==> src/sv/efqr_ram.sv <==
// efqr_ram: generic single-write, single-read RAM with registered read data.
// No dependencies.
module efqr_ram #(
  parameter int WIDTH = 34,
  parameter int DEPTH = 32
) (
  input  logic                                     clk,
  input  logic                                     we,
  input  logic [((DEPTH > 1) ? $clog2(DEPTH) : 1)-1:0] waddr,
  input  logic [WIDTH-1:0]                         wdata,
  input  logic                                     re,
  input  logic [((DEPTH > 1) ? $clog2(DEPTH) : 1)-1:0] raddr,
  output logic [WIDTH-1:0]                         rdata
);

  logic [WIDTH-1:0] mem [DEPTH];

  always_ff @(posedge clk) begin
    if (we) begin
      mem[waddr] <= wdata;
    end
    if (re) begin
      rdata <= mem[raddr];
    end
  end

endmodule

==> config.mk <==
export PLATFORM = sky130hd
export DESIGN_NAME = efqr_ram
export DESIGN_NICKNAME = d
export VERILOG_FILES = /design/src/sv/efqr_ram.sv
export SDC_FILE = /design/constraint.sdc
export NUM_CORES = 1
export LEC_CHECK = 0
export BUFFER_PORTS_ARGS = -buffer_cell sky130_fd_sc_hd__clkbuf_2
export CELL_PAD_IN_SITES_DETAIL_PLACEMENT = 1
export CELL_PAD_IN_SITES_GLOBAL_PLACEMENT = 1
export CORE_MARGIN = 2
export CORE_UTILIZATION = 59
export DETAILED_ROUTE_END_ITERATION = 10
export GPL_TIMING_DRIVEN = 0
export PLACE_DENSITY = 0.95
export SLEW_MARGIN = 20
export SYNTH_ARGS = -nofsm -noshare
export SYNTH_HDL_FRONTEND = slang
export SYNTH_SLANG_ARGS = --single-unit
==> constraint.sdc <==
create_clock -name clk -period 6.7 [get_ports clk]
set_clock_uncertainty 0.15 [all_clocks]
set_input_delay 1.005 -clock clk [delete_from_list [all_inputs] [get_ports clk]]
set_output_delay 1.005 -clock clk [all_outputs]
set_load 0.01 [all_outputs]
==> metrics.csv <==
metric,value,unit
syn_nets,2446,
post-layout net count,2666,
placeable core region,73000,um^2
most used cells in the layout excluding fill and tap cells,"sky130_fd_sc_hd__edfxtp_1 (1,122), sky130_fd_sc_hd__mux2i_1 (544), sky130_fd_sc_hd__clkbuf_16 (111), sky130_fd_sc_hd__nand2_1 (104), sky130_fd_sc_hd__nand3_1 (104)",
most frequent standard cell in the layout excluding fill and tap cells,sky130_fd_sc_hd__edfxtp_1,
worst setup slack after layout,3.19,ns
Syn Inst Count,2399,
max-cap violation count,0,
mean area per synthesized cell,18.1,um^2
Max IR drop VDD,0.238,mV
launch point of the worst path,raddr[1],
slowest CP cell,sky130_fd_sc_hd__buf_1,
gp weighted congestion,0.863,
H-tree levels,3,
share of total power in combinational logic,0.061,
Cell variety after synth,24,
part of the Yosys area used for sequential elements,0.775,
most instantiated flip-flop cell in the synthesis netlist,sky130_fd_sc_hd__edfxtp_1,
Min-Delay Path Class,flop to flop,
post-DR wirelength/cell,40.3,um
count of vias placed by the detailed router,26457,
"Remaining Overflow, GRT",0,
CP endpoint,rdata[33],
clock network latency to the later pin of the worst-skew pair,0.70,ns
post-cts hold buffer count,0,
number of endpoints failing setup at the final stage,0,
CTS sink count,1122,
layout cell share with drive strength beyond 1,0.147,
initial standard-cell utilization of the core,0.595,
capture instance of the worst register-to-register path,rdata[30],
cts bufs inserted,107,
internal power of the cells,11.3,mW
run status,completed,
Worst setup EP type,flop,
Fmax,285,MHz
final clock period utilization by the worst path,0.523,
headroom to the max-slew limit,0.216,
number of max-slew violations in the final report,0,
setup repair after global routing missed its margin,no,
PostCTS Resize Cnt,0,
largest net degree at the start of global routing,35,
filler cell count,6024,
sort of element at the start of the critical path,input pin,
share of flip-flops with an asynchronous set or reset after synthesis,0,
Post-DP HPWL,86500,um
area of the die,75800,um^2
"Arr. time, crit path",3.72,ns
kind of critical path,input pin to flop,
number of synthesized flops with an enable pin,1122,
biggest cell delay along the critical path,0.78,ns
count of unresolved DRC violations after routing,0,
die width,275,um
ports placed on the boundary,81,
vias per inst,7.21,
synthesis-to-layout area growth,13.7,%
number of flip-flops and latches in the synthesized netlist,1122,
buffer depth of the longest clock path,3,
Power Density,300,nW/um^2
sequential share of power,0.531,
number of cell rows,99,
Reg2Reg Depth,4,
Post-Place Worst Slack,2.66,ns
remaining number of nets flagged by the antenna check after routing,0,
maximum fanout along the worst path,10,
number of input and output port buffers inserted,79,
Post-CTS Repair Setup Buffers,0,
vias in the first global route,27539,
Net Sw Power,3.51,mW
hold violation total from the final report,0,
initial antenna violation count,8,
clock network fraction of design power,0.408,
first-pass GRT wire length,208000,um
First DRT Iteration DRCs,4054,
Routed WL,148000,um
startpoint of the lowest-slack register-to-register path,mem[21][30],
Synth warnings,0,
die height,275,um
number of detailed-route iterations in the first pass,6,
CTS tree,yes,
R2R setup slack,4.39,ns
required arrival time at the worst endpoint,6.91,ns
Total Routing Usage GR,0.393,
minimum period implied by the final worst setup slack,3.51,ns
Clock Pin Slew Worst Setup and Hold Paths,0.07,ns
"sum of internal, switching and leakage power",14.8,mW
setup TNS after final layout,0,ns
Synth Cell Area,43400,um^2
standby leakage power,17.3,nW
cell at the root of the clock tree,sky130_fd_sc_hd__clkbuf_16,
switch share,0.236,
critical path cell sequence,clkbuf_2 > nor2_4 > buf_2 > buf_1 > nand2_1 > a31oi_1 > nand3_1,
slew at the pin closest to its max-slew limit,1.17,ns
==> stage by stage <==
step	hold WS (ns)	area (um^2)	instances	utilization
2_1_floorplan	0.480	43400	2399	-
3_3_place_gp	0.520	45000	3437	0.617
3_5_place_dp	0.544	46100	3469	0.632
4_1_cts	0.605	49400	3667	0.677
5_1_grt	0.663	49400	3667	0.677
6_report	0.611	49400	3669	0.677
==> kinds of logic after synthesis <==
kind of cell | Yosys count | share of synthesized area
DFF | 1122 | 0.775
muxes | 544 | 0.125
AOI/OAI and AO/OA | 306 | 0.0480
and+or+nand+nor | 291 | 0.0305
buffers and inverters | 136 | 0.0207
==> routing by layer <==
layer / wire length [um] / global-route usage / vias to the layer above
li1: - / - / 10010
met1: 48900 / 0.477 / 13289
met2: 72600 / 0.657 / 2505
met3: 16200 / 0.0845 / 647
met4: 10300 / 0.227 / 6
met5: 38 / 0 / -
==> power by group through the flow <==
stage	clock network, mW	logic (mW)	registers (mW)
final	6.06	0.904	7.88
after global routing	6.24	0.915	7.88
after CTS	6.01	0.870	7.88
after detailed placement	0	0.831	8.02
after global placement	0	0.730	8.01
after floorplan	0	0.410	8.02
==> final cells by class <==
type,count,area (um^2),area share
antenna,2,5.00,0.000101
buffer,136,902,0.0183
clock buffer,131,2850,0.0577
clock inverter,67,474,0.00960
multi-input combinational,1141,9090,0.184
sequential,1122,33700,0.682
tap,959,1200,0.0243
timing repair buffer,111,1190,0.0242
==> worst min-delay path by stage <==
stage	to	start	cells past startpoint
2_1_floorplan	rdata[0]	mem[16][0]	4
3_3_place_gp	rdata[13]	mem[26][13]	4
3_5_place_dp	rdata[5]	mem[10][5]	4
4_1_cts	rdata[0]	mem[11][0]	4
5_1_grt	rdata[0]	mem[11][0]	4
6_report	rdata[2]	mem[10][2]	4
==> Yosys cell counts (all sizes together) (30+ instances only) <==
| cell type | number | area [um^2] |
|---|---|---|
| a21oi | 102 | 510 |
| a22o | 68 | 596 |
| a22oi | 102 | 766 |
| a31oi | 34 | 213 |
| buf | 106 | 788 |
| clkbuf | 30 | 113 |
| edfxtp | 1122 | 33700 |
| mux2i | 544 | 5450 |
| nand2 | 104 | 390 |
| nand3 | 104 | 521 |
| nor2 | 34 | 135 |
| nor3 | 34 | 170 |
==> critical path, delay by kind of cell <==
family | cells | cell delay (ns)
buffers and inverters | 3 | 1.42
AO/OA/AOI/OAI | 1 | 0.51
AND/OR/NAND/NOR | 3 | 0.77
==> registers in the layout, indices dropped and copies added, names as in the netlist <==
register  flops
mem        1088
rdata        34
Power figures use the tool's default switching activity.
